$ cat src/chic_pkg.sv
// Shared constants, types and the arctangent table for the compass heading block.
package chic_pkg;

   localparam int CORDIC_STEPS = 16;
   localparam int SAMPLE_BITS = 16;
   localparam int CNT_W = (CORDIC_STEPS > 1) ? $clog2(CORDIC_STEPS) : 1;
   localparam int DW = SAMPLE_BITS + 18;
   localparam int FULL_CENTIDEG = 36000;

   localparam logic [1:0] CMD_SAMPLE = 2'd0;
   localparam logic [1:0] CMD_START = 2'd1;
   localparam logic [1:0] CMD_END = 2'd2;

   typedef struct packed {
      logic                 is_sample;
      logic signed [DW-1:0] dx;
      logic signed [DW-1:0] dy;
      logic                 flag;
      logic signed [16:0]   ox;
      logic signed [16:0]   oy;
   } entry_type;

   function automatic logic [31:0] atan_bam(input logic [CNT_W-1:0] i);
      logic [31:0] r;
      case (32'(i))
         0: r = 32'h20000000;  1: r = 32'h12E4051D;  2: r = 32'h09FB385B;
         3: r = 32'h051111D4;  4: r = 32'h028B0D43;  5: r = 32'h0145D7E1;
         6: r = 32'h00A2F61E;  7: r = 32'h00517C55;  8: r = 32'h0028BE53;
         9: r = 32'h00145F2E;  10: r = 32'h000A2F98; 11: r = 32'h000517CC;
         12: r = 32'h00028BE6; 13: r = 32'h000145F3; 14: r = 32'h0000A2F9;
         15: r = 32'h0000517C; 16: r = 32'h000028BE; 17: r = 32'h0000145F;
         18: r = 32'h00000A2F; 19: r = 32'h00000517; 20: r = 32'h0000028B;
         21: r = 32'h00000145; 22: r = 32'h000000A2; 23: r = 32'h00000051;
         default: r = 32'h00000028;
      endcase
      return r;
   endfunction

endpackage

$ cat src/chic_if.sv
// Request and response channel interfaces.
interface cal_req_if;
   logic               valid;
   logic               ready;
   logic [1:0]         cmd;
   logic signed [15:0] mag_x;
   logic signed [15:0] mag_y;
   modport source (output valid, cmd, mag_x, mag_y, input ready);
   modport sink (input valid, cmd, mag_x, mag_y, output ready);
endinterface

interface cal_rsp_if;
   logic               valid;
   logic               ready;
   logic [15:0]        heading_centideg;
   logic               calibrating_flag;
   logic signed [16:0] offset_x_doubled;
   logic signed [16:0] offset_y_doubled;
   modport source (output valid, heading_centideg, calibrating_flag, offset_x_doubled,
                   offset_y_doubled, input ready);
   modport sink (input valid, heading_centideg, calibrating_flag, offset_x_doubled,
                 offset_y_doubled, output ready);
endinterface

$ cat src/chic_front.sv
// Front end: accepts transactions, tracks calibration and forms the offset-corrected vector.
module chic_front (
   input  logic              clock,
   input  logic              reset,
   cal_req_if.sink           req,
   input  logic              q_full,
   output logic              q_push,
   output chic_pkg::entry_type q_data
);
   import chic_pkg::*;

   logic signed [15:0] xmin_ff, xmax_ff, ymin_ff, ymax_ff;
   logic signed [15:0] xmin_in, xmax_in, ymin_in, ymax_in;
   logic signed [16:0] ox_ff, oy_ff, ox_in, oy_in;
   logic               trk_ff, trk_in;
   logic signed [15:0] sx, sy;
   logic signed [17:0] ddx, ddy;

   assign req.ready = !q_full;
   assign q_push = req.valid && !q_full;

   assign sx = 16'(signed'(req.mag_x[SAMPLE_BITS-1:0]));
   assign sy = 16'(signed'(req.mag_y[SAMPLE_BITS-1:0]));
   assign ddx = 18'(sx) * 18'sd2 - 18'(ox_ff);
   assign ddy = 18'(sy) * 18'sd2 - 18'(oy_ff);

   always_comb begin
      xmin_in = xmin_ff; xmax_in = xmax_ff; ymin_in = ymin_ff; ymax_in = ymax_ff;
      ox_in = ox_ff; oy_in = oy_ff; trk_in = trk_ff;
      case (req.cmd)
         CMD_SAMPLE: begin
            if (trk_ff) begin
               if (sx < xmin_ff) xmin_in = sx;
               if (sx > xmax_ff) xmax_in = sx;
               if (sy < ymin_ff) ymin_in = sy;
               if (sy > ymax_ff) ymax_in = sy;
            end
         end
         CMD_START: begin
            trk_in = 1'b1;
            xmin_in = 16'sd32767; xmax_in = -16'sd32768;
            ymin_in = 16'sd32767; ymax_in = -16'sd32768;
         end
         CMD_END: begin
            trk_in = 1'b0;
            ox_in = 17'(xmin_ff) + 17'(xmax_ff);
            oy_in = 17'(ymin_ff) + 17'(ymax_ff);
         end
         default: ;
      endcase
      q_data.is_sample = (req.cmd == CMD_SAMPLE);
      q_data.dx = DW'(ddx) <<< 12;
      q_data.dy = DW'(ddy) <<< 12;
      q_data.flag = trk_in;
      q_data.ox = ox_in;
      q_data.oy = oy_in;
   end

   always_ff @(posedge clock) begin
      if (reset) begin
         xmin_ff <= 16'sd32767; xmax_ff <= -16'sd32768;
         ymin_ff <= 16'sd32767; ymax_ff <= -16'sd32768;
         ox_ff <= '0; oy_ff <= '0; trk_ff <= 1'b0;
      end else if (q_push) begin
         xmin_ff <= xmin_in; xmax_ff <= xmax_in; ymin_ff <= ymin_in; ymax_ff <= ymax_in;
         ox_ff <= ox_in; oy_ff <= oy_in; trk_ff <= trk_in;
      end
   end
endmodule

$ cat src/chic_queue.sv
// Two-entry queue between front end and back end.
module chic_queue (
   input  logic                clock,
   input  logic                reset,
   input  logic                push,
   input  chic_pkg::entry_type push_data,
   output logic                full,
   input  logic                pop,
   output logic                not_empty,
   output chic_pkg::entry_type pop_data
);
   import chic_pkg::*;

   entry_type  mem_ff [2];
   logic       wptr_ff, rptr_ff;
   logic [1:0] cnt_ff;

   assign full = (cnt_ff == 2'd2);
   assign not_empty = (cnt_ff != 2'd0);
   assign pop_data = mem_ff[rptr_ff];

   always_ff @(posedge clock) begin
      if (push) mem_ff[wptr_ff] <= push_data;
   end

   always_ff @(posedge clock) begin
      if (reset) begin
         wptr_ff <= 1'b0; rptr_ff <= 1'b0; cnt_ff <= 2'd0;
      end else begin
         if (push) wptr_ff <= !wptr_ff;
         if (pop) rptr_ff <= !rptr_ff;
         cnt_ff <= cnt_ff + 2'(push) - 2'(pop);
      end
   end
endmodule

$ cat src/chic_back.sv
// Back end: iterative CORDIC, declination and folding, response register.
module chic_back (
   input  logic                clock,
   input  logic                reset,
   input  logic                csr_we,
   input  logic signed [15:0]  csr_wdata,
   input  logic                q_valid,
   input  chic_pkg::entry_type q_data,
   output logic                q_pop,
   cal_rsp_if.source           rsp
);
   import chic_pkg::*;

   typedef enum logic [4:0] {
      S_IDLE  = 5'b00001,
      S_RUN   = 5'b00010,
      S_SCALE = 5'b00100,
      S_FOLD  = 5'b01000,
      S_WAIT  = 5'b10000
   } state_type;

   state_type          st_ff;
   logic signed [DW-1:0] x_ff, y_ff, xs, ys;
   logic [31:0]        z_ff;
   logic [CNT_W-1:0]   cnt_ff;
   logic signed [47:0] prod_ff;
   logic signed [47:0] rnd;
   logic signed [18:0] ang, h0, h;
   logic [15:0]        head_ff;
   logic               flag_ff;
   logic signed [16:0] ox_ff, oy_ff;
   logic signed [15:0] decl_ff;
   logic               out_valid_ff, out_free, out_load;
   logic [15:0]        out_head_ff;
   logic               out_flag_ff;
   logic signed [16:0] out_ox_ff, out_oy_ff;

   assign out_free = !out_valid_ff || rsp.ready;
   assign q_pop = (st_ff == S_IDLE) && q_valid && (q_data.is_sample || out_free);
   assign out_load = (q_pop && !q_data.is_sample) || ((st_ff == S_WAIT) && out_free);
   assign xs = x_ff >>> cnt_ff;
   assign ys = y_ff >>> cnt_ff;
   assign rnd = prod_ff + 48'sh0000_8000_0000;
   assign ang = 19'(rnd >>> 32);
   assign h0 = ang + 19'(decl_ff);

   always_comb begin
      h = h0;
      if (h < 0) h = h + 19'sd36000;
      if (h < 0) h = h + 19'sd36000;
      if (h > 19'sd36000) h = h - 19'sd36000;
   end

   assign rsp.valid = out_valid_ff;
   assign rsp.heading_centideg = out_head_ff;
   assign rsp.calibrating_flag = out_flag_ff;
   assign rsp.offset_x_doubled = out_ox_ff;
   assign rsp.offset_y_doubled = out_oy_ff;

   always_ff @(posedge clock) begin
      if (reset) begin
         st_ff <= S_IDLE;
         head_ff <= '0;
         decl_ff <= '0;
         out_valid_ff <= 1'b0;
         cnt_ff <= '0;
      end else begin
         if (csr_we) decl_ff <= csr_wdata;
         if (out_load) out_valid_ff <= 1'b1;
         else if (rsp.ready) out_valid_ff <= 1'b0;
         unique case (st_ff)
            S_IDLE: begin
               if (q_pop) begin
                  flag_ff <= q_data.flag; ox_ff <= q_data.ox; oy_ff <= q_data.oy;
                  if (q_data.is_sample) begin
                     cnt_ff <= '0;
                     if (q_data.dx == 0 && q_data.dy == 0) begin
                        z_ff <= '0;
                        st_ff <= S_SCALE;
                     end else begin
                        if (q_data.dx < 0 && q_data.dy >= 0) begin
                           x_ff <= q_data.dy; y_ff <= -q_data.dx; z_ff <= 32'h4000_0000;
                        end else if (q_data.dx < 0) begin
                           x_ff <= -q_data.dy; y_ff <= q_data.dx; z_ff <= 32'hC000_0000;
                        end else begin
                           x_ff <= q_data.dx; y_ff <= q_data.dy; z_ff <= '0;
                        end
                        st_ff <= S_RUN;
                     end
                  end else begin
                     out_head_ff <= head_ff;
                     out_flag_ff <= q_data.flag;
                     out_ox_ff <= q_data.ox;
                     out_oy_ff <= q_data.oy;
                  end
               end
            end
            S_RUN: begin
               if (y_ff > 0) begin
                  x_ff <= x_ff + ys; y_ff <= y_ff - xs; z_ff <= z_ff + atan_bam(cnt_ff);
               end else begin
                  x_ff <= x_ff - ys; y_ff <= y_ff + xs; z_ff <= z_ff - atan_bam(cnt_ff);
               end
               cnt_ff <= cnt_ff + CNT_W'(1);
               if (cnt_ff == CNT_W'(CORDIC_STEPS - 1)) st_ff <= S_SCALE;
            end
            S_SCALE: begin
               prod_ff <= 48'(signed'(z_ff)) * 48'sd36000;
               st_ff <= S_FOLD;
            end
            S_FOLD: begin
               head_ff <= 16'(h);
               st_ff <= S_WAIT;
            end
            S_WAIT: begin
               if (out_free) begin
                  out_head_ff <= head_ff;
                  out_flag_ff <= flag_ff;
                  out_ox_ff <= ox_ff;
                  out_oy_ff <= oy_ff;
                  st_ff <= S_IDLE;
               end
            end
            default: st_ff <= S_IDLE;
         endcase
      end
   end
endmodule

$ cat src/compass_heading_hard_iron_cal.sv
// Top level of the compass heading block with hard-iron calibration.
// A sample transaction passes through the queue and the steps of the shared iterative
// CORDIC rotator (skipped for a zero vector), then scaling, folding and the response
// register, and waits while the back end is busy or the response is held. Start and end
// calibration transactions respond through the queue and the response register. A
// two-entry queue lets new transactions be taken while a sample is in work. The
// declination register applies to every sample folded after it is written.
module compass_heading_hard_iron_cal (
   input  logic              clock,
   input  logic              reset,
   input  logic              csr_we,
   input  logic signed [15:0] csr_wdata,
   cal_req_if.sink           req,
   cal_rsp_if.source         rsp
);
   import chic_pkg::*;

   entry_type push_data, pop_data;
   logic      push, full, pop, not_empty;

   chic_front u_front (
      .clock(clock), .reset(reset), .req(req),
      .q_full(full), .q_push(push), .q_data(push_data)
   );

   chic_queue u_queue (
      .clock(clock), .reset(reset), .push(push), .push_data(push_data),
      .full(full), .pop(pop), .not_empty(not_empty), .pop_data(pop_data)
   );

   chic_back u_back (
      .clock(clock), .reset(reset), .csr_we(csr_we), .csr_wdata(csr_wdata),
      .q_valid(not_empty), .q_data(pop_data), .q_pop(pop), .rsp(rsp)
   );
endmodule

$ cat src/flat_wrapper.sv
// flat-port wrapper written by rule: the top's interface ports become plain ports
module compass_heading_hard_iron_cal_flat import chic_pkg::*;
  (clock, reset, csr_we, csr_wdata, req_valid, req_cmd, req_mag_x, req_mag_y, req_ready, rsp_valid, rsp_heading_centideg, rsp_calibrating_flag, rsp_offset_x_doubled, rsp_offset_y_doubled, rsp_ready);
  cal_req_if req_i ();
  cal_rsp_if rsp_i ();
  input  logic clock;
  input  logic reset;
  input  logic csr_we;
  input  logic signed [15:0] csr_wdata;
  input wire logic [$bits(req_i.valid)-1:0] req_valid;
  input wire logic [$bits(req_i.cmd)-1:0] req_cmd;
  input wire logic [$bits(req_i.mag_x)-1:0] req_mag_x;
  input wire logic [$bits(req_i.mag_y)-1:0] req_mag_y;
  output wire logic [$bits(req_i.ready)-1:0] req_ready;
  output wire logic [$bits(rsp_i.valid)-1:0] rsp_valid;
  output wire logic [$bits(rsp_i.heading_centideg)-1:0] rsp_heading_centideg;
  output wire logic [$bits(rsp_i.calibrating_flag)-1:0] rsp_calibrating_flag;
  output wire logic [$bits(rsp_i.offset_x_doubled)-1:0] rsp_offset_x_doubled;
  output wire logic [$bits(rsp_i.offset_y_doubled)-1:0] rsp_offset_y_doubled;
  input wire logic [$bits(rsp_i.ready)-1:0] rsp_ready;
  assign req_i.valid = req_valid;
  assign req_i.cmd = req_cmd;
  assign req_i.mag_x = req_mag_x;
  assign req_i.mag_y = req_mag_y;
  assign req_ready = req_i.ready;
  assign rsp_valid = rsp_i.valid;
  assign rsp_heading_centideg = rsp_i.heading_centideg;
  assign rsp_calibrating_flag = rsp_i.calibrating_flag;
  assign rsp_offset_x_doubled = rsp_i.offset_x_doubled;
  assign rsp_offset_y_doubled = rsp_i.offset_y_doubled;
  assign rsp_i.ready = rsp_ready;
  compass_heading_hard_iron_cal u_core (.clock(clock), .reset(reset), .csr_we(csr_we), .csr_wdata(csr_wdata), .req(req_i), .rsp(rsp_i));
endmodule
$ cat config.mk
export PLATFORM = sky130hd
export DESIGN_NAME = compass_heading_hard_iron_cal_flat
export DESIGN_NICKNAME = d
export VERILOG_FILES = /design/src/chic_pkg.sv /design/src/chic_if.sv /design/src/chic_front.sv /design/src/chic_queue.sv /design/src/chic_back.sv /design/src/compass_heading_hard_iron_cal.sv /design/src/flat_wrapper.sv
export SDC_FILE = /design/constraint.sdc
export NUM_CORES = 2
export LEC_CHECK = 0
export BUFFER_PORTS_ARGS = -buffer_cell sky130_fd_sc_hd__buf_2
export CORE_MARGIN = 1.5
export CORE_UTILIZATION = 54
export CTS_CLUSTER_SIZE = 30
export DETAILED_ROUTE_END_ITERATION = 6
export HOLD_SLACK_MARGIN = 0.03
export PLACE_DENSITY = 0.8
export SLEW_MARGIN = 20
export SYNTH_ARGS = -nofsm -noshare
export SYNTH_HDL_FRONTEND = slang
export SYNTH_SLANG_ARGS = --single-unit
$ cat constraint.sdc
create_clock -name clock -period 11.95 [get_ports clock]
set_input_delay 1.195 -clock clock [delete_from_list [all_inputs] [get_ports clock]]
set_output_delay 1.195 -clock clock [all_outputs]
set_load 0.01 [all_outputs]
# == After elaboration in Yosys (flattened, before gate mapping) ==
# Memory sizes are Yosys's and may differ from the RTL's. A register that Yosys moved wholly into a read port is not among the register bits.
# Index checks and enable logic that the tools add are counted.
# word_totals
mem_bits_ro,960
elab_cells,197
in_bits,55
out_inout_bits,53
reg_bits,374
ram_bits,160
memories,3
# mem_list
name,words,width,read_ports,rd_ports_with_merged_regs,wr,line_no,rtl
(no name shown),16,30,1,1,0,chic_pkg.sv:25,case (32'(i))
(no name shown),16,30,1,1,0,chic_pkg.sv:25,
u_core.u_queue.mem_ff,2,80,1,1,1,chic_queue.sv:14,entry_type mem_ff [2];
# classes
n_mul,1
n_bitwise,1
mux,80
magnitude_cmp,10
reduce_logical,34
n_eq_ne,20
addsub,20
shifts,2
# ops
operator,count
$mux 34,12
$mux 32,12
$mux 16,12
$pmux 16 s2,5
$mux 17,8
$pmux 34 s2,2
$add 34x34->34,2
$logic_not 34->1,2
$neg 34->34,2
$pmux 17 s2,2
$sshr 34x4->34,2
$sub 34x34->34,2
$pmux 32 s2,1
$add 16x16->17,3
$add 48x33->48 const B,1
$mul 32x12->43 const B,1
$mux 19,2
$sub 17x17->18,2
$ge 34x1->1 const B,1
$gt 34x1->1 const B,1
$lt 34x1->1 const B,1
$add 32x32->32,1
$gt 16x16->1,2
$lt 16x16->1,2
other kinds (37),87

# == Depth between registers and ports, before layout ==
# logic_depth
word_depth,8
mapped_depth,30

# == Cells and area by module ==
# From an unflattened synthesis, not the netlist that was laid out.
# hier_totals
hier_cells,4641
area_unflattened_um2,45763.9
# by_module_without_submodules
mod,seq_area_each_um2,cells_each,instances,area_each_um2
chic_back,7537.2,3155,1,28917.7
chic_front,1981.9,1141,1,8871.0
chic_queue,6346.1,345,1,7975.1

# == Worst setup path after synthesis ==
# OpenSTA, ideal clock, no wires.
# synth_timing
kind,input to register
startpoint,input port reset
endpoint,register u_core.u_back.out_flag_ff (netlist: u_core.u_back.rsp.calibrating_flag) (enable)
path_stages,3
setup_ns,0.734
arrival_time_ns,9.601
slack_ns,1.615
t_required_ns,11.216
cell_sequence,clkbuf_1 > clkbuf_1 > a2111oi_0
# synth_between
elab_chain_cells,2
# synth_lines
item,line_no,rtl
"start, declared",flat_wrapper.sv:7,input logic reset;
$not 1->1 (no source line),n/a,
$reduce_and 5->1 (no source line),n/a,
"end signal, assigned",chic_back.sv:92,out_flag_ff <= q_data.flag;
"end signal, assigned",chic_back.sv:118,out_flag_ff <= flag_ff;
"end, declared",chic_back.sv:35,logic out_flag_ff;
# No other way between the ends.
# A chain may end at the register's enable or synchronous reset.

# == Final worst setup path ==
# layout_timing
startpoint,register u_core.u_back.cnt_ff[1]
endpoint,"register u_core.u_back.y_ff[31], data pin"
# layout_between
elab_chain_cells,4
word_cells_on_any_way,5
# layout_lines
item,line_no,rtl
"start, declared",chic_back.sv:25,logic [CNT_W-1:0] cnt_ff;
"start signal, assigned",chic_back.sv:104,cnt_ff <= cnt_ff + CNT_W'(1);
$sshr 34x4->34 *,chic_back.sv:41,assign xs = x_ff >>> cnt_ff;
$add 34x34->34 or $sub 34x34->34 (tied branches),"chic_back.sv:102, chic_back.sv:100",
$mux 34 *,chic_back.sv:99,if (y_ff > 0) begin
$pmux 34 s2 *,chic_back.sv:71,unique case (st_ff)
"end signal, assigned",chic_back.sv:100,x_ff <= x_ff + ys; y_ff <= y_ff - xs; z_ff <= z_ff + atan_bam(cnt_ff);
"end signal, assigned",chic_back.sv:102,x_ff <= x_ff - ys; y_ff <= y_ff + xs; z_ff <= z_ff - atan_bam(cnt_ff);
"end, declared",chic_back.sv:23,"logic signed [DW-1:0] x_ff, y_ff, xs, ys;"
# Every way passes the cells marked *; elsewhere a longest branch is shown, timed or not.

==> impl_metrics.yaml <==
cells_and_area:
  finish.utilization_pct: 59.2
  drive_gt1_share_pct: 10.6
  final_common_cell: "ha_1"
  num_antenna_cells: 0
  nets: 4942
  final_cell_mix: "ha_1 (404), inv_1 (363), nor2_1 (350)"
  syn_to_final_growth_pct: 8.18
grt:
  track_usage_pct: 25.9
  antenna_found_initial: 2
  busiest_layer: "met2"
  grt_pass1_wl_um: 166000
  grtUsageMet2_pct: 42.5
  grt.overflow.total: 0
  use_met3_pct: 3.51
  grt_max_degree: 73
  grt_pass1_vias: 31798
  grt_use_met1_pct: 34.9
setup_path:
  rr_startpoint: "u_core.u_back.cnt_ff[1]$_SDFFE_PP0P_"
  cp_data_required_time_ns: 12.28
  rrSetupSlack_ns: 4.88
  r2r_cells: 24
  arrival_ns: 7.41
  start_kind: "flip-flop"
  critical_path.max_fanout: 70
  critPathKind: "reg2reg"
  end_kind: "flip-flop"
  rr_endpoint: "u_core.u_back.y_ff[31]$_DFFE_PP_"
pwr:
  cellPowerDensity_nw_per_um2: 199
  ir_worst_vdd_v: 0.000147
  power_leakage_nw: 18.5
  power_w: 0.00900
drt:
  wl_per_cell_um: 18.9
  avgViaCountPerCell: 6.09
  vias: 33279
  drtIter0Drc: 3126
  finalWirelength_um: 103000
  dr.pass1.iters: 6
  ant_nets: 0
  post-route-drc-count: 0
timing:
  finalSetupTns_ns: 0
  max_freq_mhz: 141
  fin_ws_ns: 4.88
  rsz0062_at_grt: "no"
  hold_violations: 0
  slew_headroom_pct: 30.2
  setup_viol: 0
  drv_slew: 0
  fin_crit_sh_pct: 59.2
  worst_slew_pin_slew_ns: 1.05
  finalClockSkew_ns: 0.0399
  fin_crit_ns: 7.07
floorplan:
  rows: 101
  die_h_um: 281
  ioPinCount: 108
  die_x_um: 281
  dieArea_um2: 79100
  initial_core_util_pct: 54.7
  core_region_area_um2: 76300
clock_network:
  clk_path_buf_depth: 3
  ctsResizeCount: 0
  clk_latency_ns: 0.66
  cts-htree-levels: 2
  cts_hold_buf: 0
  cts_sinks: 523
  tritoncts.num_buffers: 58
  cts_post_setup_buffers_inserted: 0
  clk_pin_slew_ns: 0.06
  root_buffer: "clkbuf_16"
  cts_tree: "built"
place:
  gp_congestion: 0.953
  pre_cts_ws_ns: 4.79
  dp_hpwl_um: 76300
  portBuffers: 107
logic_synthesis:
  synth-edff-count: 347
  syn_avg_cell_area_um2: 9.58
  synth-seq-area-share_pct: 33.4
  synthArstFlopShare_pct: 0
  synth_fp_nets: 4913
  synthCells: 4361
  synth_area_um2: 41800
  ys_types: 95
  postSynthRegisterBits: 523
  ys.flop_type: "edfxtp_1"
  yosysWarnings: 0
hold_path:
  worst_hold_path.num_cells: 0
  min_from: "u_core.u_back.head_ff[4]$_SDFFE_PP0P_"
  whs_endpoint: "u_core.u_back.rsp.heading_centideg[4]$_DFFE_PP_"
  hp-class: "reg2reg"
run:
  cap_violations: 0
status:
  status: "finished clean"
[how the worst max path moves through the flow]
stage | start | cells past startpoint | endpoint | slack, ns
final | u_core.u_back.cnt_ff[1]$_SDFFE_PP0P_ | 24 | u_core.u_back.y_ff[31]$_DFFE_PP_ | 4.88
after global routing | u_core.u_back.cnt_ff[1]$_SDFFE_PP0P_ | 23 | u_core.u_back.y_ff[31]$_DFFE_PP_ | 4.36
after CTS | u_core.u_back.cnt_ff[1]$_SDFFE_PP0P_ | 24 | u_core.u_back.y_ff[31]$_DFFE_PP_ | 4.78
after detailed placement | u_core.u_back.cnt_ff[1]$_SDFFE_PP0P_ | 24 | u_core.u_back.y_ff[31]$_DFFE_PP_ | 4.79
after global placement | u_core.u_back.cnt_ff[1]$_SDFFE_PP0P_ | 24 | u_core.u_back.y_ff[31]$_DFFE_PP_ | 4.92
after floorplan | reset | 3 | u_core.u_back.rsp.calibrating_flag$_DFFE_PP_ | 1.61
[through the flow]
step | instances | hold WS, ns | cell area [µm²]
3_5_place_dp | 5360 | 0.418 | 43200
6_report | 5469 | 0.433 | 45200
2_1_floorplan | 4361 | 0.400 | 41800
3_3_place_gp | 5360 | 0.409 | 43200
4_1_cts | 5469 | 0.431 | 45200
5_1_grt | 5469 | 0.450 | 45200
[Yosys cell counts, drive strengths merged (91+ instances only)]
cell	n	area [µm²]
a21oi	297	1490
inv	364	1370
o21ai	292	1460
xnor2	186	1630
nor2	354	1330
mux2	105	1180
dfxtp	176	3520
clkbuf	121	454
nor3	93	470
nand2	313	1170
xor2	115	1010
fa	91	1820
ha	406	5080
mux2i	100	1000
edfxtp	347	10400
[state kept, by name (all words and copies together), names as in the netlist, 2 cells and up, named ones only]
name and cells:
u_core.u_front.oy_ff 17, u_core.u_back.rsp.offset_x_doubled 17, u_core.u_front.ymax_ff 16, u_core.u_queue.mem_ff 144
u_core.u_back.decl_ff 16, u_core.u_back.prod_ff 17, u_core.u_front.xmax_ff 16, u_core.u_front.ymin_ff 16
u_core.u_back.st_ff 5, u_core.u_back.rsp.heading_centideg 16, u_core.u_back.z_ff 32, u_core.u_front.ox_ff 17
u_core.u_back.cnt_ff 4, u_core.u_back.oy_ff 17, u_core.u_back.rsp.offset_y_doubled 17, u_core.u_back.ox_ff 17
u_core.u_queue.cnt_ff 2, u_core.u_back.x_ff 34, u_core.u_back.head_ff 16, u_core.u_front.xmin_ff 16
u_core.u_back.y_ff 34
[routing by layer]
| metal | part of all wire [%] | vias to the layer above |
|---|---|---|
| met5 | 0.012 | - |
| met4 | 3.4 | 2 |
| met3 | 6.4 | 224 |
| met2 | 47 | 1201 |
| met1 | 43 | 16030 |
| li1 | - | 15822 |
[layout make-up]
class,count,area [µm²]
Clock buffer,79,1680
Clock inverter,30,317
Fill cell,6396,31100
Inverter,367,1380
Multi-Input combinational cell,3303,25800
Sequential cell,523,14000
Tap cell,1030,1290
Timing Repair Buffer,137,763
[cells by family after synthesis]
group / Yosys count / share of synthesized area [%]
AOI/OAI and AO/OA: 1033 / 15.3
xor gates and xnor gates: 301 / 6.31
adders and majority gates: 497 / 16.5
buffers and inverters: 535 / 5.02
DFF: 523 / 33.4
muxes: 287 / 9.73
and+or+nand+nor: 1185 / 13.7
[report_power, final]
| group | switching, W | internal [W] |
|---|---|---|
| sequential | 0.000208 | 0.00238 |
| clock | 0.000783 | 0.00106 |
| combinational | 0.00264 | 0.00193 |
[critical path: stages (launching register included)]
cell       delay [ns]
dfxtp_2          0.31
buf_4            0.70
mux4_2           0.65
mux4_2           0.51
inv_1            0.08
ha_1             0.17
nand2_1          0.07
nor3_1           0.26
and2_1           0.20
a21oi_1          0.08
xor2_1           0.16
ha_1             0.37
a21o_1           0.21
a31o_2           0.22
a21o_1           0.20
a211o_1          0.27
o211ai_1         0.12
nor3_1           0.12
o21ai_0          0.33
a31oi_1          0.25
a2111oi_1        0.79
o21ai_0          0.20
a21oi_1          0.21
xor2_1           0.16
a21boi_0         0.09
No activity file was read; power rests on OpenSTA's default activity.
